--- config.mk ---
export PLATFORM = sky130hd
export DESIGN_NAME = segment_protection_table
export DESIGN_NICKNAME = d
export VERILOG_FILES = /design/src/design/spt_pkg.sv /design/src/design/segment_protection_table.sv /design/src/design/spt_table.sv /design/src/design/spt_ctrl.sv
export SDC_FILE = /design/constraint.sdc
export NUM_CORES = 1
export LEC_CHECK = 0
export BUFFER_PORTS_ARGS = -buffer_cell sky130_fd_sc_hd__buf_2
export CORE_MARGIN = 2
export CORE_UTILIZATION = 40
export CTS_CLUSTER_DIAMETER = 200
export DETAILED_ROUTE_END_ITERATION = 16
export PLACE_DENSITY = 0.65
export REMOVE_ABC_BUFFERS = 1
export SYNTH_ARGS = -nofsm -noshare
export SYNTH_HDL_FRONTEND = slang
export SYNTH_SLANG_ARGS = --single-unit
--- constraint.sdc ---
create_clock -name clk -period 3.6 [get_ports clk]
set_clock_uncertainty 0.1 [all_clocks]
set_input_delay 0.36 -clock clk [delete_from_list [all_inputs] [get_ports clk]]
set_output_delay 0.36 -clock clk [all_outputs]
set_load 0.02 [all_outputs]
--- src/design/spt_pkg.sv ---
// Package for the segment protection table: codes, sizes and entry types.
`timescale 1ns / 1ps

package spt_pkg;

  localparam int unsigned MAX_ENTRIES_DEF = 16;

  localparam int unsigned CMD_W    = 3;
  localparam int unsigned SEL_W    = 16;
  localparam int unsigned ADDR_W   = 32;
  localparam int unsigned PRIV_W   = 8;
  localparam int unsigned PERM_W   = 8;
  localparam int unsigned FIDX_W   = 8;
  localparam int unsigned STATUS_W = 3;
  localparam int unsigned INDEX_W  = 4;

  localparam logic [CMD_W-1:0] CMD_CLEAR = 3'd0;
  localparam logic [CMD_W-1:0] CMD_ALLOC = 3'd1;
  localparam logic [CMD_W-1:0] CMD_CHECK = 3'd2;
  localparam logic [CMD_W-1:0] CMD_FIND  = 3'd3;
  localparam logic [CMD_W-1:0] CMD_FREE  = 3'd4;

  localparam logic [STATUS_W-1:0] ST_OK       = 3'd0;
  localparam logic [STATUS_W-1:0] ST_FULL     = 3'd1;
  localparam logic [STATUS_W-1:0] ST_DUP      = 3'd2;
  localparam logic [STATUS_W-1:0] ST_NOTFOUND = 3'd3;
  localparam logic [STATUS_W-1:0] ST_RANGE    = 3'd4;

  // Per-entry fields other than the selector
  typedef struct packed {
    logic [ADDR_W-1:0] base;
    logic [ADDR_W-1:0] limit;
    logic [PRIV_W-1:0] priv;
    logic [PERM_W-1:0] perm;
  } attr_t;

  // Write enables from the sequencer to the table
  typedef struct packed {
    logic sel_we;
    logic attr_we;
  } tbl_wr_t;

endpackage

--- src/design/segment_protection_table.sv ---
// Top level of the segment protection table: sequencer plus entry storage.
`timescale 1ns / 1ps

// Segment protection table.
// Input channel: drive the in_ fields and raise start; an item is taken at a
// rising edge with start high and busy low. busy stays high while the item is
// worked on. Result channel: out_valid pulses for exactly one cycle with
// out_status, out_entry_index and out_access_granted; the receiver cannot
// stall it and must take the result in that cycle.
// Clear, free, unknown codes, allocate into a full or empty table, and
// lookups in an empty table are decided in the decide state, which loads
// the result registers. Allocate, check and find otherwise scan entries
// 0 .. count-1 through one registered memory read port and one selector
// comparator, one entry per cycle, and stop at the first hit or after the
// last entry. A new item may be started on the cycle the result strobe is
// shown.
// Reset (rst_n low, synchronous) empties the table by zeroing the fill count;
// entries beyond the count are never compared, so no clearing pass is run.
module segment_protection_table #(
  parameter int unsigned MAX_ENTRIES = spt_pkg::MAX_ENTRIES_DEF
) (
  input  logic                            clk,
  input  logic                            rst_n,
  input  logic                            start,
  output logic                            busy,
  input  logic [spt_pkg::CMD_W-1:0]       in_command,
  input  logic [spt_pkg::SEL_W-1:0]       in_seg_selector,
  input  logic [spt_pkg::ADDR_W-1:0]      in_seg_base,
  input  logic [spt_pkg::ADDR_W-1:0]      in_seg_limit,
  input  logic [spt_pkg::PRIV_W-1:0]      in_entry_privilege,
  input  logic [spt_pkg::PERM_W-1:0]      in_entry_permissions,
  input  logic [spt_pkg::PRIV_W-1:0]      in_process_privilege,
  input  logic [spt_pkg::PERM_W-1:0]      in_access_bits,
  input  logic [spt_pkg::FIDX_W-1:0]      in_free_index,
  output logic                            out_valid,
  output logic [spt_pkg::STATUS_W-1:0]    out_status,
  output logic [spt_pkg::INDEX_W-1:0]     out_entry_index,
  output logic                            out_access_granted
);

  // table address width
  localparam int unsigned AW = (MAX_ENTRIES > 1) ? $clog2(MAX_ENTRIES) : 1;

  spt_pkg::tbl_wr_t           tbl_wr;
  logic [AW-1:0]              tbl_waddr;
  logic [AW-1:0]              tbl_raddr;
  logic [spt_pkg::SEL_W-1:0]  tbl_wsel;
  logic [spt_pkg::SEL_W-1:0]  tbl_rsel;
  spt_pkg::attr_t             tbl_wattr;
  spt_pkg::attr_t             tbl_rattr;

  // Sequencer: latch the item, decide simple commands at once, else scan
  spt_ctrl #(
    .MAX_ENTRIES(MAX_ENTRIES)
  ) u_ctrl (
    .clk                  (clk),
    .rst_n                (rst_n),
    .start                (start),
    .busy                 (busy),
    .in_command           (in_command),
    .in_seg_selector      (in_seg_selector),
    .in_seg_base          (in_seg_base),
    .in_seg_limit         (in_seg_limit),
    .in_entry_privilege   (in_entry_privilege),
    .in_entry_permissions (in_entry_permissions),
    .in_process_privilege (in_process_privilege),
    .in_access_bits       (in_access_bits),
    .in_free_index        (in_free_index),
    .tbl_wr               (tbl_wr),
    .tbl_waddr            (tbl_waddr),
    .tbl_wsel             (tbl_wsel),
    .tbl_wattr            (tbl_wattr),
    .tbl_raddr            (tbl_raddr),
    .tbl_rsel             (tbl_rsel),
    .tbl_rattr            (tbl_rattr),
    .out_valid            (out_valid),
    .out_status           (out_status),
    .out_entry_index      (out_entry_index),
    .out_access_granted   (out_access_granted)
  );

  // Entry storage: selectors apart from attributes so free touches only the selector
  spt_table #(
    .MAX_ENTRIES(MAX_ENTRIES)
  ) u_table (
    .clk   (clk),
    .wr    (tbl_wr),
    .waddr (tbl_waddr),
    .wsel  (tbl_wsel),
    .wattr (tbl_wattr),
    .raddr (tbl_raddr),
    .rsel  (tbl_rsel),
    .rattr (tbl_rattr)
  );

endmodule

--- src/design/spt_table.sv ---
// Entry storage: selector and attribute memories, one write and one registered read port.
`timescale 1ns / 1ps

module spt_table #(
  parameter int unsigned MAX_ENTRIES = spt_pkg::MAX_ENTRIES_DEF,
  localparam int unsigned AW = (MAX_ENTRIES > 1) ? $clog2(MAX_ENTRIES) : 1
) (
  input  logic                         clk,
  input  spt_pkg::tbl_wr_t             wr,
  input  logic [AW-1:0]                waddr,
  input  logic [spt_pkg::SEL_W-1:0]    wsel,
  input  spt_pkg::attr_t               wattr,
  input  logic [AW-1:0]                raddr,
  output logic [spt_pkg::SEL_W-1:0]    rsel,
  output spt_pkg::attr_t               rattr
);

  logic [spt_pkg::SEL_W-1:0] sel_mem [MAX_ENTRIES];
  spt_pkg::attr_t            attr_mem [MAX_ENTRIES];

  always_ff @(posedge clk) begin
    if (wr.sel_we) begin
      sel_mem[waddr] <= wsel;
    end
    rsel <= sel_mem[raddr];
  end

  always_ff @(posedge clk) begin
    if (wr.attr_we) begin
      attr_mem[waddr] <= wattr;
    end
    rattr <= attr_mem[raddr];
  end

endmodule

--- src/design/spt_ctrl.sv ---
// Command sequencer: decodes commands, scans the table with one compare unit, forms results.
`timescale 1ns / 1ps

module spt_ctrl #(
  parameter int unsigned MAX_ENTRIES = spt_pkg::MAX_ENTRIES_DEF,
  localparam int unsigned AW = (MAX_ENTRIES > 1) ? $clog2(MAX_ENTRIES) : 1
) (
  input  logic                            clk,
  input  logic                            rst_n,
  input  logic                            start,
  output logic                            busy,
  input  logic [spt_pkg::CMD_W-1:0]       in_command,
  input  logic [spt_pkg::SEL_W-1:0]       in_seg_selector,
  input  logic [spt_pkg::ADDR_W-1:0]      in_seg_base,
  input  logic [spt_pkg::ADDR_W-1:0]      in_seg_limit,
  input  logic [spt_pkg::PRIV_W-1:0]      in_entry_privilege,
  input  logic [spt_pkg::PERM_W-1:0]      in_entry_permissions,
  input  logic [spt_pkg::PRIV_W-1:0]      in_process_privilege,
  input  logic [spt_pkg::PERM_W-1:0]      in_access_bits,
  input  logic [spt_pkg::FIDX_W-1:0]      in_free_index,
  output spt_pkg::tbl_wr_t                tbl_wr,
  output logic [AW-1:0]                   tbl_waddr,
  output logic [spt_pkg::SEL_W-1:0]       tbl_wsel,
  output spt_pkg::attr_t                  tbl_wattr,
  output logic [AW-1:0]                   tbl_raddr,
  input  logic [spt_pkg::SEL_W-1:0]       tbl_rsel,
  input  spt_pkg::attr_t                  tbl_rattr,
  output logic                            out_valid,
  output logic [spt_pkg::STATUS_W-1:0]    out_status,
  output logic [spt_pkg::INDEX_W-1:0]     out_entry_index,
  output logic                            out_access_granted
);

  localparam int unsigned CW = $clog2(MAX_ENTRIES + 1);
  localparam int unsigned XW = (CW > spt_pkg::FIDX_W) ? CW : spt_pkg::FIDX_W;

  typedef enum logic [2:0] {
    S_IDLE   = 3'b001,
    S_DECIDE = 3'b010,
    S_SCAN   = 3'b100
  } state_t;

  state_t                          state_r, state_nxt;
  logic [spt_pkg::CMD_W-1:0]       cmd_r;
  logic [spt_pkg::SEL_W-1:0]       sel_r;
  spt_pkg::attr_t                  attr_r;
  logic [spt_pkg::PRIV_W-1:0]      ppriv_r;
  logic [spt_pkg::PERM_W-1:0]      acc_r;
  logic [spt_pkg::FIDX_W-1:0]      fidx_r;
  logic [CW-1:0]                   count_r, count_nxt;
  logic [CW-1:0]                   idx_r, idx_nxt;
  logic [CW-1:0]                   pidx_r, pidx_nxt;
  logic                            pv_r, pv_nxt;
  logic                            out_valid_r, out_valid_nxt;
  logic [spt_pkg::STATUS_W-1:0]    status_r, status_nxt;
  logic [spt_pkg::INDEX_W-1:0]     index_r;
  logic                            grant_r, grant_nxt;
  logic [CW-1:0]                   index_sel;
  logic [CW+spt_pkg::INDEX_W-1:0]  index_ext;
  logic                            hit, last, accept;

  assign accept    = start && (state_r == S_IDLE);
  assign busy      = (state_r != S_IDLE);
  assign tbl_raddr = idx_r[AW-1:0];
  assign hit       = pv_r && (tbl_rsel == sel_r);
  assign last      = pv_r && ((pidx_r + CW'(1)) == count_r);
  assign index_ext = {{spt_pkg::INDEX_W{1'b0}}, index_sel};

  always_comb begin
    state_nxt     = state_r;
    count_nxt     = count_r;
    idx_nxt       = idx_r;
    pidx_nxt      = pidx_r;
    pv_nxt        = 1'b0;
    out_valid_nxt = 1'b0;
    status_nxt    = spt_pkg::ST_OK;
    index_sel     = '0;
    grant_nxt     = 1'b0;
    tbl_wr        = '0;
    tbl_waddr     = count_r[AW-1:0];
    tbl_wsel      = sel_r;
    tbl_wattr     = attr_r;
    case (state_r)
      S_IDLE: begin
        if (start) begin
          state_nxt = S_DECIDE;
        end
      end
      S_DECIDE: begin
        state_nxt     = S_IDLE;
        out_valid_nxt = 1'b1;
        case (cmd_r)
          spt_pkg::CMD_CLEAR: begin
            count_nxt = '0;
          end
          spt_pkg::CMD_ALLOC: begin
            if (count_r == CW'(MAX_ENTRIES)) begin
              status_nxt = spt_pkg::ST_FULL;
            end else if (count_r == '0) begin
              tbl_wr.sel_we  = 1'b1;
              tbl_wr.attr_we = 1'b1;
              count_nxt      = CW'(1);
            end else begin
              state_nxt     = S_SCAN;
              out_valid_nxt = 1'b0;
              idx_nxt       = '0;
            end
          end
          spt_pkg::CMD_CHECK, spt_pkg::CMD_FIND: begin
            if (count_r == '0) begin
              status_nxt = spt_pkg::ST_NOTFOUND;
            end else begin
              state_nxt     = S_SCAN;
              out_valid_nxt = 1'b0;
              idx_nxt       = '0;
            end
          end
          spt_pkg::CMD_FREE: begin
            if (XW'(fidx_r) < XW'(count_r)) begin
              tbl_wr.sel_we = 1'b1;
              tbl_waddr     = fidx_r[AW-1:0];
              tbl_wsel      = '0;
            end else begin
              status_nxt = spt_pkg::ST_RANGE;
            end
          end
          default: begin
          end
        endcase
      end
      S_SCAN: begin
        // issue the next read while the previous entry is compared
        if (idx_r < count_r) begin
          idx_nxt  = idx_r + CW'(1);
          pv_nxt   = 1'b1;
          pidx_nxt = idx_r;
        end
        if (hit) begin
          state_nxt     = S_IDLE;
          out_valid_nxt = 1'b1;
          pv_nxt        = 1'b0;
          case (cmd_r)
            spt_pkg::CMD_ALLOC: begin
              status_nxt = spt_pkg::ST_DUP;
            end
            spt_pkg::CMD_CHECK: begin
              index_sel = pidx_r;
              grant_nxt = (ppriv_r >= tbl_rattr.priv) &&
                          ((tbl_rattr.perm & acc_r) == acc_r);
            end
            default: begin
              index_sel = pidx_r;
            end
          endcase
        end else if (last) begin
          state_nxt     = S_IDLE;
          out_valid_nxt = 1'b1;
          pv_nxt        = 1'b0;
          if (cmd_r == spt_pkg::CMD_ALLOC) begin
            tbl_wr.sel_we  = 1'b1;
            tbl_wr.attr_we = 1'b1;
            index_sel      = count_r;
            count_nxt      = count_r + CW'(1);
          end else begin
            status_nxt = spt_pkg::ST_NOTFOUND;
          end
        end
      end
      default: begin
        state_nxt = S_IDLE;
      end
    endcase
  end

  always_ff @(posedge clk) begin
    if (!rst_n) begin
      state_r     <= S_IDLE;
      count_r     <= '0;
      pv_r        <= 1'b0;
      out_valid_r <= 1'b0;
    end else begin
      state_r     <= state_nxt;
      count_r     <= count_nxt;
      pv_r        <= pv_nxt;
      out_valid_r <= out_valid_nxt;
    end
  end

  always_ff @(posedge clk) begin
    if (accept) begin
      cmd_r       <= in_command;
      sel_r       <= in_seg_selector;
      attr_r      <= '{base: in_seg_base, limit: in_seg_limit,
                       priv: in_entry_privilege, perm: in_entry_permissions};
      ppriv_r     <= in_process_privilege;
      acc_r       <= in_access_bits;
      fidx_r      <= in_free_index;
    end
    idx_r    <= idx_nxt;
    pidx_r   <= pidx_nxt;
    status_r <= status_nxt;
    index_r  <= index_ext[spt_pkg::INDEX_W-1:0];
    grant_r  <= grant_nxt;
  end

  assign out_valid          = out_valid_r;
  assign out_status         = status_r;
  assign out_entry_index    = index_r;
  assign out_access_granted = grant_r;

  a_count_bound: assert property (@(posedge clk) disable iff (!rst_n)
    count_r <= CW'(MAX_ENTRIES))
    else $error("entry count above table depth");

  a_result_idle: assert property (@(posedge clk) disable iff (!rst_n)
    out_valid_r |-> (state_r == S_IDLE))
    else $error("result strobe while still working");

  a_scan_in_range: assert property (@(posedge clk) disable iff (!rst_n)
    pv_r |-> (pidx_r < count_r))
    else $error("compared entry beyond fill count");

  a_clear_empties: assert property (@(posedge clk) disable iff (!rst_n)
    (state_r == S_DECIDE && cmd_r == spt_pkg::CMD_CLEAR) |=>
      (count_r == '0 && out_valid_r))
    else $error("clear did not empty the table");

  a_grant_found: assert property (@(posedge clk) disable iff (!rst_n)
    (out_valid_r && grant_r) |-> (status_r == spt_pkg::ST_OK))
    else $error("access granted with error status");

endmodule

-- After elaboration in Yosys (flattened, before gate mapping)
Memories as Yosys holds them, arrays and structs flattened. A register that Yosys moved wholly into a read port is not among the register bits.
Cells that the tools add are included.
- register bits: 151
- RAM bits: 1536
- memories: 2
- add/subtract/negate cells: 3
- order comparisons: 3
- equal/unequal tests: 22
- muxes and demuxes: 58
- bitwise logic cells: 3
- reductions and logical operators: 14
- memory list (name ; words ; bits a word ; rd ports ; clocked after memory_dff ; write ports ; RTL line ; source):
    u_table.attr_mem ; 16 ; 80 ; 1 ; 1 ; 1 ; spt_table.sv:19 ; spt_pkg::attr_t attr_mem [MAX_ENTRIES];
    u_table.sel_mem ; 16 ; 16 ; 1 ; 1 ; 1 ; spt_table.sv:18 ; logic [spt_pkg::SEL_W-1:0] sel_mem [MAX_ENTRIES];
- operator list (operator ; count):
    $mux W16 ; 3
    $mux W5 ; 8
    $pmux W5 S2 ; 4
    $mux W4 ; 7
    $mux W3 ; 8
    $pmux W3 S3 ; 2
    $eq A16 B16 Y1 ; 1
    $mux W2 ; 8
    $add A5 B1 Y5 const B ; 3
    $mux W1 ; 12
    $pmux W3 S2 ; 2
    $eq A3 B2 Y1 const B ; 3
    $ne A3 B2 Y1 const B ; 3
    $and A8 B8 Y8 ; 1
    $eq A8 B8 Y1 ; 1
    $ge A8 B8 Y1 ; 1
    $lt A8 B5 Y1 ; 1
    $reduce_and A7 Y1 ; 1
    $eq A3 B1 Y1 const B ; 2
    $eq A3 B3 Y1 const B ; 2
    $ne A2 B1 Y1 const B ; 3
    $ne A3 B1 Y1 const B ; 2
    $pmux W1 S2 ; 3
    $eq A5 B5 Y1 ; 1
    other kinds (15) ; 21

-- Logic depth before layout (Yosys ltp)
Gate-level depths: netlist of the first run.
- depth after elaboration: 8
- mapped depth: 10
- mapped depth without buffers: 8

-- By module
A second synthesis of the first run with hierarchy kept.
- cell total of the unflattened synthesis: 2869
- area, all modules: 65436.5 um^2
- modules (own cells, without submodules) (module ; instances ; cells an instance ; area an instance (um^2) ; sequential area each (um^2)):
    spt_table ; 1 ; 2484 ; 59457.0 ; 48046.1
    spt_ctrl ; 1 ; 385 ; 5979.5 ; 4354.2

-- Worst setup path before layout of the first run
No wires, ideal clock.
- path kind: register to register
- start point: register u_ctrl.count_r[2]
- end point: memory u_table.attr_mem[0][0] in the netlist's numbering (enable)
- setup time: 0.409 ns
- data arrival time: 3.112 ns
- data required time: 3.091 ns
- path slack: -0.021 ns
- stages on the path, launching flop included: 10
- path buffers: 2
- clock period less this slack: 3.621 ns
- cells stage by stage: dfxtp_1 buf_4 inv_1 ha_1 a21o_1 a311oi_2 o211a_1 buf_2 a21oi_1 nor3_1
- word-level cells in the longest chain between the ends: 7
- elaborated cells on any way between the ends: 16
- RTL lines (element ; RTL line ; source):
    from (decl) ; spt_ctrl.sv:50 ; logic [CW-1:0] count_r, count_nxt;
    from (signal assigned) ; spt_ctrl.sv:183 ; count_r <= count_nxt;
    $eq A5 B5 Y1 or $logic_not A5 Y1 (tied branches) ; spt_ctrl.sv:66, spt_ctrl.sv:99 ;
    $logic_and A1 B1 Y1 or $mux W2 (tied branches) ; spt_ctrl.sv:66, spt_ctrl.sv:99 ;
    $mux W2 (on tied branches) ; spt_ctrl.sv:155, spt_ctrl.sv:97 ;
    $mux W2 or $mux W1 (tied branches) ; spt_ctrl.sv:138, spt_ctrl.sv:92 ;
    $pmux W2 S2 ; spt_ctrl.sv:83 ; case (state_r)
    $mux W1 ; spt_table.sv:29 ; if (wr.attr_we) begin
    $mux W1 (implied by the code) ; spt_table.sv:30 ; attr_mem[waddr] <= wattr;
    to (decl) ; spt_table.sv:19 ;
Several ways; a longest one is shown, not always the timed one.

-- Final worst setup path of the first run
- start point: register u_ctrl.pidx_r[0]
- end point: memory u_table.attr_mem[1][2] in the netlist's numbering (enable)
- word-level cells in the longest chain between the ends: 8
- RTL lines (element ; RTL line ; source):
    from (decl) ; spt_ctrl.sv:52 ; logic [CW-1:0] pidx_r, pidx_nxt;
    from (signal assigned) ; spt_ctrl.sv:200 ; pidx_r <= pidx_nxt;
    $add A5 B1 Y5 ; spt_ctrl.sv:66 ; assign last = pv_r && ((pidx_r + CW'(1)) == count_r);
    $eq A5 B5 Y1 ; spt_ctrl.sv:66 ;
    $logic_and A1 B1 Y1 ; spt_ctrl.sv:66 ;
    $mux W2 ; spt_ctrl.sv:155 ; end else if (last) begin
    $mux W2 ; spt_ctrl.sv:138 ; if (hit) begin
    $pmux W2 S2 ; spt_ctrl.sv:83 ;
    $mux W1 ; spt_table.sv:29 ;
    $mux W1 (implied by the code) ; spt_table.sv:30 ;
No other way between the ends.

==> key figures, run 1 <==
Pwr
  • Worst vdd ir: 0.000363 V
  • Pwr Density: 527 mW/mm2
  • Total power: 15.1 mW
  • Total leakage power: 9.15 nW

Critical path
  • CP Data Arrival Time: ~3.6 ns
  • Slowest CP cell: a211oi_4
  • Delay-heaviest family, CP: compound AO/OA/AOI/OAI gates
  • Flop2flop setup slack: ~0.20 ns
  • Crit path capture: u_table.attr_mem[1][2]
  • Number of cells on the critical path: 8
  • Worst setup SP type: flip-flop
  • Worst r2r src: u_ctrl.pidx_r[0]
  • Maximum fanout along the worst path: 12
  • Crit path required time: 3.79 ns
  • Slowest Stage Delay on Critical Path: 0.49 ns
  • Crit path capture type: flip-flop
  • WS Path Type: reg -> reg
  • Reg-to-Reg End: u_table.attr_mem[1][2]
  • Critical path cell sequence: ha_1 > o21ba_4 > a221oi_4 > o2111ai_4 > a211oi_4 > o221ai_1 > nor2_2 > buf_12
  • Crit path launch: u_ctrl.pidx_r[0]
  • Reg2Reg Depth: 8
  • Buffers & Inverters on Critical Path: 1

Finish
  • Area of the multi-input gates: 0.00557 mm2
  • Ant. Diodes: 0
  • Share of post-route cells with drive strength above 1: 0.306
  • FILL cells: 4933
  • Fin nets: 1482
  • Final core occ: 0.477
  • Area growth from synthesis to layout: 18.6%
  • Design Area, Final: 0.0287 mm2
  • Sequential cell area: 0.0184 mm2

Synthesis
  • Yosys top cell area share: 0.721
  • Yosys Warn Count: 0
  • Seq/Total Area, Yosys: 0.762
  • Post-synth EDFFs: 581
  • Async SR Flop Fraction: 0
  • Area of the mapped netlist: between 0.02 and 0.025 mm2
  • Mean Syn Cell Area: 21.4 um2
  • Primary FF master, synth: edfxtp_1
  • Syn Inst Count: 1129
  • Cell taking the most area after synthesis: edfxtp_1
  • Register bit total from synthesis: 631
  • Synth area leaders: edfxtp_1, mux4_2, dfxtp_1
  • Synth unique cells: 63
  • Synth cell count leaders: edfxtp_1, mux4_2, nor2_1
  • Dominant cell by count in the synthesized netlist: edfxtp_1

Clocking
  • CTS Hold Bufs: slightly above 60
  • H-Tree Level Count: 3
  • Root buf cell: clkbuf_16
  • Clock latency on the worst-skew pair: 0.59 ns
  • TritonCTS Buffers: 66
  • Clock sink total: approximately 630
  • Post-CTS setup buffer count: 0
  • Clock Path Buffers: 3
  • CTS tree: done
  • CTS resizes: 0
  • Worst-path clk slew: 0.06 ns

Timing
  • Relative max-transition margin: 0.370
  • Final Hold Viols: 0
  • Worst-Margin Slew: between 0.9 and 1 ns
  • Final period utilization: 0.945
  • Total negative slack: 0 ns
  • Final setup margin: around 0.20 ns
  • Peak Freq: 294 MHz
  • RSZ-0062 raised after global routing: no
  • Pins Over Slew Limit: 0
  • Final setup vio count: 0
  • Min Tclk post-route: 3.40 ns

Detailed routing
  • Avg Vias per Cell: 5.30
  • WL/cell: 23.0 um
  • ANT nets after route: 0
  • 1st-iter DRT viols: 1054
  • Drt pass-1 iters: 5
  • Drc violations: 0
  • Final wirelength: 49.9 mm
  • DR vias: ~12k

Global routing
  • Largest net degree at the start of global routing: ~130
  • Initial antenna violation count: 0
  • Vias in the first global route: 12.1k
  • Global-route wire length before repair: roughly 75 mm
  • GRT Overall Usage: 0.163
  • Total gr overflow: 0

Placement
  • Placement Setup Slack: 0.205 ns
  • Placement Cell Area: 0.0259 mm2
  • Global placement routability congestion: 0.805
  • HPWL after DPL: about 27 mm
  • Port Buffers: 71

Floorplan
  • Core area: 0.0601 mm2
  • Std cell rows: 90
  • Initial Util: 0.402
  • I/O Pins: 136
  • Vert. Die Dim: 250 um
  • Die W: ~250 um
  • Die area: between 0.06 and 0.07 mm2

Flow run
  • Max-cap violations: 0

Hold path
  • Hold path start: in_process_privilege[0]
  • Worst min path class: in -> reg

Run status
  • Run status: complete, no violations
==> cell families after synthesis <==
kind of cell	count (synthesis)	synth area share
buf+inv	69	0.0116
fa+ha+maj	20	0.0103
xor+xnor	25	0.00905
flops	631	0.762
mux	165	0.151
compound gates	68	0.0229
simple gates	151	0.0327
==> sequential cells by signal, summed over array words and instances, names as in the netlist, 3 cells and up <==
register	cells
u_ctrl.acc_r	8
u_table.attr_mem	256
u_ctrl.idx_r	5
u_ctrl.cmd_r	3
u_table.rattr	16
u_ctrl.tbl_wattr	16
u_ctrl.sel_r	16
u_ctrl.fidx_r	8
u_ctrl.state_r	3
u_table.rsel	16
u_ctrl.out_entry_index	4
u_ctrl.pidx_r	5
u_ctrl.out_status	3
u_ctrl.ppriv_r	8
u_ctrl.count_r	5
u_table.sel_mem	256
==> how the worst min path moves through the flow <==
stage | end | slack (ns) | depth (start not counted)
2_1_floorplan | u_ctrl.state_r[0] | 0.34 | 1
5_1_grt | u_ctrl.tbl_wattr[6] | 0.36 | 2
3_3_place_gp | u_ctrl.pidx_r[4] | 0.39 | 0
6_report | u_ctrl.ppriv_r[0] | 0.38 | 2
4_1_cts | u_ctrl.acc_r[1] | 0.34 | 2
3_5_place_dp | u_ctrl.pidx_r[4] | 0.41 | 0
==> cell type report <==
cell class | count | area share
clock buffers | 92 | 0.0661
repair buffers | 187 | 0.0508
clock inverters | 28 | 0.00942
inverters | 21 | 0.00275
multi-input cells | 429 | 0.194
well taps | 782 | 0.0341
flip-flops and latches | 631 | 0.643
==> routing by layer <==
layer | vias to the layer above | GRT usage | part of all wire
li1 | 5084 | - | -
met2 | 332 | 0.275 | 0.50
met3 | 95 | 0.0321 | 0.051
met5 | - | 0 | 0
met1 | 6000 | 0.216 | 0.42
met4 | 0 | 0.0460 | 0.022
==> layout by cell type (no fill, tap or decap), drive strengths merged, types with 2 or more instances in the layout <==
cell         netlist  final
edfxtp           581    581
mux4             160    160
buf               24    125
clkbuf            24     92
dlygate4sd3        0     62
nor2              54     54
dfxtp             50     50
and2              25     25
inv               21     22
xnor2             21     21
ha                20     20
clkinv             0     20
nand2             16     16
a21oi             15     15
nand3             11     11
o21ai              9      9
nand2b             7      7
nand4              7      7
nor3               6      6
nor3b              5      5
a21o               5      5
mux2i              5      5
bufinv             0      5
and3               5      5
xor2               4      4
o22ai              4      4
nor2b              4      4
a32oi              4      4
a211oi             4      4
o221ai             3      3
o21bai             3      3
nor4               3      3
o211a              2      2
a31o               2      2
a21boi             2      2
clkinvlp           0      2
o211ai             2      2
or3b               2      2
o2111ai            2      2
==> stage by stage <==
step           hold WS [ns]  std cells
5_1_grt               0.356       2170
3_3_place_gp          0.392       1988
6_report              0.381       2170
4_1_cts               0.341       2170
3_5_place_dp          0.412       1988
2_1_floorplan         0.338       1081
==> power breakdown <==
part,switching (mW),internal [mW]
combinational,0.138,0.105
sequential,0.0756,8.09
clock,2.68,4.04
(Power assumes the default switching activity.)
==> inputs of run 2 (changes only) <==
--- a/config.mk
+++ b/config.mk
@@ -6,11 +6,12 @@
 export NUM_CORES = 1
 export LEC_CHECK = 0
 export BUFFER_PORTS_ARGS = -buffer_cell sky130_fd_sc_hd__buf_2
+export CORE_ASPECT_RATIO = 1.75
 export CORE_MARGIN = 2
-export CORE_UTILIZATION = 40
+export CORE_UTILIZATION = 25
 export CTS_CLUSTER_DIAMETER = 200
 export DETAILED_ROUTE_END_ITERATION = 16
-export PLACE_DENSITY = 0.65
+export PLACE_DENSITY = 0.48
 export REMOVE_ABC_BUFFERS = 1
 export SYNTH_ARGS = -nofsm -noshare
 export SYNTH_HDL_FRONTEND = slang
==> run 2 against run 1 <==
Against the previous run:
- first-iteration DRC count is 21% lower
- flip-flop and latch count unchanged
- routed wire length grew 17%
- sequential power about the same
- sequential share of layout area is 1.8 points lower
- count of clock-buffer cells in the layout fell by 2
- register-to-register slack better by 0.04 ns
- utilization is 17 points lower
- critical endpoint is now u_table.sel_mem[3][8]
==> key figures, run 2 (same netlist as run 1, synthesis figures left out) <==
Run status
  • Run status: complete, no violations

Timing
  • Relative max-transition margin: 0.329 (-0.0412)
  • Pins Over Slew Limit: 0 (unchanged)
  • Final hold slack: 0.333 ns (-0.0480 ns)
  • Final Hold Viols: 0 (unchanged)
  • Worst-Margin Slew: 1.01 ns (+0.0618 ns)
  • Final setup vio count: 0 (unchanged)
  • Total negative slack: 0 ns (unchanged)
  • Final period utilization: 0.934 (-0.0111)
  • RSZ-0062 raised after global routing: no
  • Min Tclk post-route: 3.36 ns (-0.0400 ns)
  • Peak Freq: 297 MHz (+1.2%)

Critical path
  • Crit path capture type: flip-flop
  • WS Path Type: reg -> reg
  • Worst setup SP type: flip-flop
  • Maximum fanout along the worst path: 16 (+4)
  • Crit path required time: 3.76 ns (-0.03 ns)
  • CP Data Arrival Time: 3.52 ns (-0.07 ns)

Floorplan
  • Std cell rows: 151 (+68%)
  • Core area: 0.0964 mm2 (+60%)
  • Initial Util: 0.251 (-0.151)
  • I/O Pins: 136 (unchanged)
  • Die area: 0.0994 mm2 (+59%)
  • Vert. Die Dim: 416 um (+66%)
  • Die W: 239 um (-4.3%)

Pwr
  • Pwr Density: 526 mW/mm2 (-0.22%)
  • Clock share of power: 0.458 (+0.014)
  • Gate power share: 0.017 (about the same)
  • Net switching power: 3.18 mW (+10%)
  • Total power: 15.5 mW (+2.7%)
  • P_int: 12.4 mW (+0.96%)
  • Sequential power share: 0.526 (-0.014)
  • Switching share of power: 0.205 (+0.0139)
  • Worst vdd ir: 0.000303 V (-16%)
  • Total leakage power: 9.25 nW (+1.1%)

Clocking
  • Worst-path clk slew: 0.06 ns (about the same)
  • CTS resizes: 0 (unchanged)
  • TritonCTS Buffers: 67 (+1.5%)
  • Clock latency on the worst-skew pair: 0.63 ns (+0.04 ns)
  • CTS tree: done
  • Clock sink total: 631 (unchanged)
  • Clock Path Buffers: 3 (unchanged)
  • H-Tree Level Count: 3 (unchanged)
  • Root buf cell: clkbuf_16

Flow run
  • Max-cap violations: 0 (unchanged)

Placement
  • Port Buffers: 71 (unchanged)
  • Global placement routability congestion: 0.758 (-5.8%)
  • HPWL after DPL: 33.9 mm (+26%)
  • Placement Cell Area: 0.0266 mm2 (+2.8%)

Detailed routing
  • WL/cell: 22.4 um (-2.7%)
  • Drt pass-1 iters: 6 (+1)
  • 1st-iter DRT viols: 836 (-21%)
  • Avg Vias per Cell: 4.43 (-16%)
  • DR vias: 11.6k (+0.76%)
  • Drc violations: 0 (unchanged)
  • ANT nets after route: 0 (unchanged)
  • Final wirelength: 58.6 mm (+17%)

Global routing
  • Total gr overflow: 0 (unchanged)
  • Largest net degree at the start of global routing: 132 (unchanged)
  • Vias in the first global route: 12.8k (+5.5%)
  • Initial antenna violation count: 1 (+1)
  • GRT Overall Usage: 0.120 (-0.0430)
  • Global-route wire length before repair: 85.6 mm (+14%)

Finish
  • Share of post-route cells with drive strength above 1: 0.317 (+0.0104)
  • Most common cell after layout, fill and taps aside: edfxtp_1
  • Commonest cells after routing, fill and taps aside: edfxtp_1, mux4_2, buf_2, clkbuf_16, dlygate4sd3_1
  • Design Area, Final: 0.0295 mm2 (+3.0%)
  • Area growth from synthesis to layout: 22.1%
  • Fin nets: 1489 (+0.47%)
  • Final core occ: 0.307 (-0.171)
  • Biggest regs: u_table.attr_mem: 256 flops, u_table.sel_mem: 256 flops

Hold path
  • Worst min path class: in -> reg
==> run 2: area by class of cell <==
| cell class | count | area, um2 |
|---|---|---|
| Antenna cell | 1 | 2.50 |
| Clock buffer | 90 | 1930 |
| Clock inverter | 29 | 360 |
| Fill cell | 9368 | 66800 |
| Inverter | 21 | 78.8 |
| Multi-Input combinational cell | 429 | 5570 |
| Sequential cell | 631 | 18400 |
| Tap cell | 1224 | 1530 |
| Timing Repair Buffer | 193 | 1630 |
==> run 2: timing repair <==
| action | in CTS | in global routing |
|---|---|---|
| setup buffers | 0 | 0 |
| hold buffers | 62 | 0 |
| endpoints found under the hold margin | 62 | 0 |
==> run 2: worst paths after layout <==
path / cells after the start / to / from / slack [ns]
worst max register to register: 8 / u_table.sel_mem[3][8] / u_ctrl.pidx_r[0] / 0.24
worst min-delay path: 2 / u_ctrl.acc_r[7] / in_access_bits[7] / 0.33
worst min register to register: 0 / u_ctrl.pidx_r[4] / u_ctrl.idx_r[4] / 0.45
worst max-delay path: 8 / u_table.sel_mem[3][8] / u_ctrl.pidx_r[0] / 0.24
==> run 2: worst max-delay path: stages (launching register included) <==
cell and delay, ns:
edfxtp_1 0.45, ha_1 0.30, o21ba_4 0.24, a221oi_4 0.31
o2111ai_4 0.21, a211oi_4 0.55, o21bai_1 0.31, a21oi_2 0.17
buf_4 0.37
==> run 2: per-layer routing <==
| layer | vias up | share of wire | GRT usage |
|---|---|---|---|
| li1 | 5095 | - | - |
| met1 | 6176 | 0.37 | 0.131 |
| met2 | 225 | 0.56 | 0.227 |
| met3 | 102 | 0.032 | 0.0189 |
| met4 | 0 | 0.031 | 0.0479 |
| met5 | - | 0 | 0 |
==> run 2: per-stage QoR <==
stage               setup slack (ns)  std cells
floorplan                      -2.84       1081
global placement               0.305       2436
global route                  0.0756       2618
finish                         0.239       2618
CTS                            0.226       2617
detailed placement             0.235       2436
==> run 2: power by group through the flow <==
stage | Clock, mW | Sequential (mW) | Combinational, mW
after floorplan | 0 | 8.28 | 0.0995
after global placement | 0 | 8.32 | 0.204
after detailed placement | 0 | 8.32 | 0.215
after CTS | 7.32 | 8.17 | 0.268
after global routing | 7.58 | 8.17 | 0.287
final | 7.11 | 8.17 | 0.258
==> inputs of run 3 (changes only) <==
--- a/config.mk
+++ b/config.mk
@@ -9,6 +9,7 @@
 export CORE_ASPECT_RATIO = 1.75
 export CORE_MARGIN = 2
 export CORE_UTILIZATION = 25
+export CTS_BUF_LIST = sky130_fd_sc_hd__clkbuf_4 sky130_fd_sc_hd__clkbuf_8
 export CTS_CLUSTER_DIAMETER = 200
 export DETAILED_ROUTE_END_ITERATION = 16
 export PLACE_DENSITY = 0.48
==> run 3 against run 2 <==
Against the previous run:
- sequential share of layout area is 0.39 points higher
- via count grew 1.6%
- setup slack gained 0.022 ns
- global-route usage grew 0.070 points
- register-to-register slack improved by 0.02 ns
- combinational power barely moved
- count of clock-buffer cells in the layout increased by 57
- die area is the same
- final cell count rose by 2.6%
- cell area is 0.62% lower
==> key figures, run 3 (same netlist as run 1, synthesis figures left out) <==
Finish
  • Area growth from synthesis to layout: 21.3%
  • Cell Count, Final, Fillers Out: 2687 (+2.6%)
  • Commonest cells after routing, fill and taps aside: edfxtp_1, mux4_2, clkbuf_8, buf_2, dlygate4sd3_1
  • Most common cell after layout, fill and taps aside: edfxtp_1
  • FILL cells: 9404 (+0.38%)
  • Final core occ: 0.305 (-0.00190)
  • Share of post-route cells with drive strength above 1: 0.346 (+0.0298)
  • Biggest regs: u_table.attr_mem: 256 flops, u_table.sel_mem: 256 flops
  • Fin nets: 1521 (+2.1%)

Global routing
  • Initial antenna violation count: 1 (unchanged)
  • Global-route wire length before repair: 86.2 mm (+0.64%)
  • Largest net degree at the start of global routing: 132 (unchanged)
  • GRT Overall Usage: 0.120 (+0.000695)
  • Vias in the first global route: 13.1k (+2.5%)
  • Total gr overflow: 0 (unchanged)

Timing
  • Final period utilization: 0.928 (-0.00608)
  • Final Hold Viols: 0 (unchanged)
  • Worst-Margin Slew: 0.972 ns (-0.0339 ns)
  • Final setup vio count: 0 (unchanged)
  • Min Tclk post-route: 3.34 ns (-0.0219 ns)
  • Relative max-transition margin: 0.352 (+0.0226)
  • Peak Freq: 299 MHz (+0.66%)
  • Pins Over Slew Limit: 0 (unchanged)
  • RSZ-0062 raised after global routing: no

Clocking
  • TritonCTS Buffers: 99 (+48%)
  • Worst-path clk slew: 0.06 ns (about the same)
  • H-Tree Level Count: 3 (unchanged)
  • Clock Path Buffers: 3 (unchanged)
  • Clock sink total: 631 (unchanged)
  • Root buf cell: clkbuf_8
  • Clock latency on the worst-skew pair: 0.72 ns (+0.09 ns)
  • CTS tree: done
  • CTS resizes: 0 (unchanged)
  • Post-CTS setup buffer count: 0 (unchanged)
  • CTS Hold Bufs: 62 (unchanged)

Placement
  • Port Buffers: 71 (unchanged)
  • Cells after DPL: 2436 (unchanged)
  • HPWL after DPL: 33.9 mm (unchanged)
  • Global placement routability congestion: 0.758 (unchanged)

Detailed routing
  • 1st-iter DRT viols: 833 (-0.36%)
  • DR vias: 11.8k (+1.6%)
  • Drt pass-1 iters: 5 (-1)
  • ANT nets after route: 0 (unchanged)
  • WL/cell: 21.9 um (-1.9%)
  • Final wirelength: 58.9 mm (+0.66%)
  • Drc violations: 0 (unchanged)
  • Avg Vias per Cell: 4.39 (-1.0%)

Critical path
  • WS Path Type: reg -> reg
  • Crit path capture type: flip-flop
  • Worst setup SP type: flip-flop
  • Maximum fanout along the worst path: 10 (-6)
  • CP Data Arrival Time: 3.64 ns (+0.12 ns)
  • Crit path required time: 3.90 ns (+0.14 ns)

Pwr
  • Total leakage power: 9.28 nW (+0.29%)
  • Net switching power: 3.10 mW (-2.7%)
  • Sequential power share: 0.553 (+0.027)
  • P_int: 11.7 mW (-5.5%)
  • Gate power share: 0.018 (about the same)
  • Clock share of power: 0.429 (-0.029)
  • Worst vdd ir: 0.000260 V (-14%)
  • Pwr Density: 503 mW/mm2 (-4.3%)
  • Switching share of power: 0.210 (+0.00474)

Floorplan
  • Die area: 0.0994 mm2 (unchanged)
  • Vert. Die Dim: 416 um (unchanged)
  • I/O Pins: 136 (unchanged)
  • Core area: 0.0964 mm2 (unchanged)
  • Die W: 239 um (unchanged)
  • Initial Util: 0.251 (unchanged)
  • Std cell rows: 151 (unchanged)

Run status
  • Run status: complete, no violations

Hold path
  • Worst min path class: in -> reg

Flow run
  • Max-cap violations: 0 (unchanged)
-- run 3: cell types whose count changed in the layout (fill, tap and decap cells not counted), sizes merged --
cell	previous run	this run
bufinv	5	4
clkbuf	90	147
clkinv	16	31
clkinvlp	6	0
diode	1	2
inv	23	26
-- run 3: power groups by stage --
stage	clock [mW]	combinational, mW	sequential, mW
final	6.34	0.260	8.17
after global routing	6.87	0.287	8.18
after CTS	6.59	0.268	8.17
after detailed placement	0	0.215	8.32
after global placement	0	0.204	8.32
after floorplan	0	0.0995	8.28
-- run 3: stage by stage --
step / hold WS (ns) / cell area (um2) / total power [mW] / setup WS (ns) / TNS, ns
floorplan: 0.338 / 24000 / 8.38 / -2.84 / -138.98
global placement: 0.424 / 26600 / 8.52 / 0.305 / 0
detailed placement: 0.429 / 26600 / 8.54 / 0.235 / 0
CTS: 0.160 / 29400 / 15.0 / 0.229 / 0
global route: 0.200 / 29400 / 15.3 / 0.0756 / 0
finish: 0.243 / 29400 / 14.8 / 0.260 / 0
-- run 3: critical path, cell delays in order, from the launching register on --
cell       delay (ns)
edfxtp_1         0.45
ha_1             0.29
o21ba_4          0.24
a221oi_4         0.31
o2111ai_4        0.21
a211oi_4         0.54
o221ai_1         0.39
nor2_2           0.23
buf_4            0.26
-- run 3: area by class of cell --
class | count | area, um2 | share of cell area
Sequential cell | 631 | 18400 | 0.628
Inverter | 21 | 78.8 | 0.00268
Multi-Input combinational cell | 429 | 5570 | 0.190
Clock buffer | 147 | 1770 | 0.0604
Antenna cell | 2 | 5.00 | 0.000170
Timing Repair Buffer | 193 | 1630 | 0.0554
Clock inverter | 40 | 329 | 0.0112
Tap cell | 1224 | 1530 | 0.0522
-- run 3: final timing paths --
check | endpoint | cells after the start | start | slack [ns]
worst max register to register | u_table.attr_mem[6][6] | 8 | u_ctrl.pidx_r[0] | 0.26
worst min-delay path | u_ctrl.acc_r[7] | 2 | in_access_bits[7] | 0.24
worst max-delay path | u_table.attr_mem[6][6] | 8 | u_ctrl.pidx_r[0] | 0.26
worst min register to register | u_ctrl.pidx_r[4] | 0 | u_ctrl.idx_r[4] | 0.44
-- run 3: routing by layer --
metal | GRT usage | share of wire | vias to the layer above
li1 | - | - | 5170
met1 | 0.129 | 0.37 | 6246
met2 | 0.229 | 0.56 | 253
met3 | 0.0200 | 0.033 | 115
met4 | 0.0526 | 0.033 | 0
met5 | 0 | 0 | -
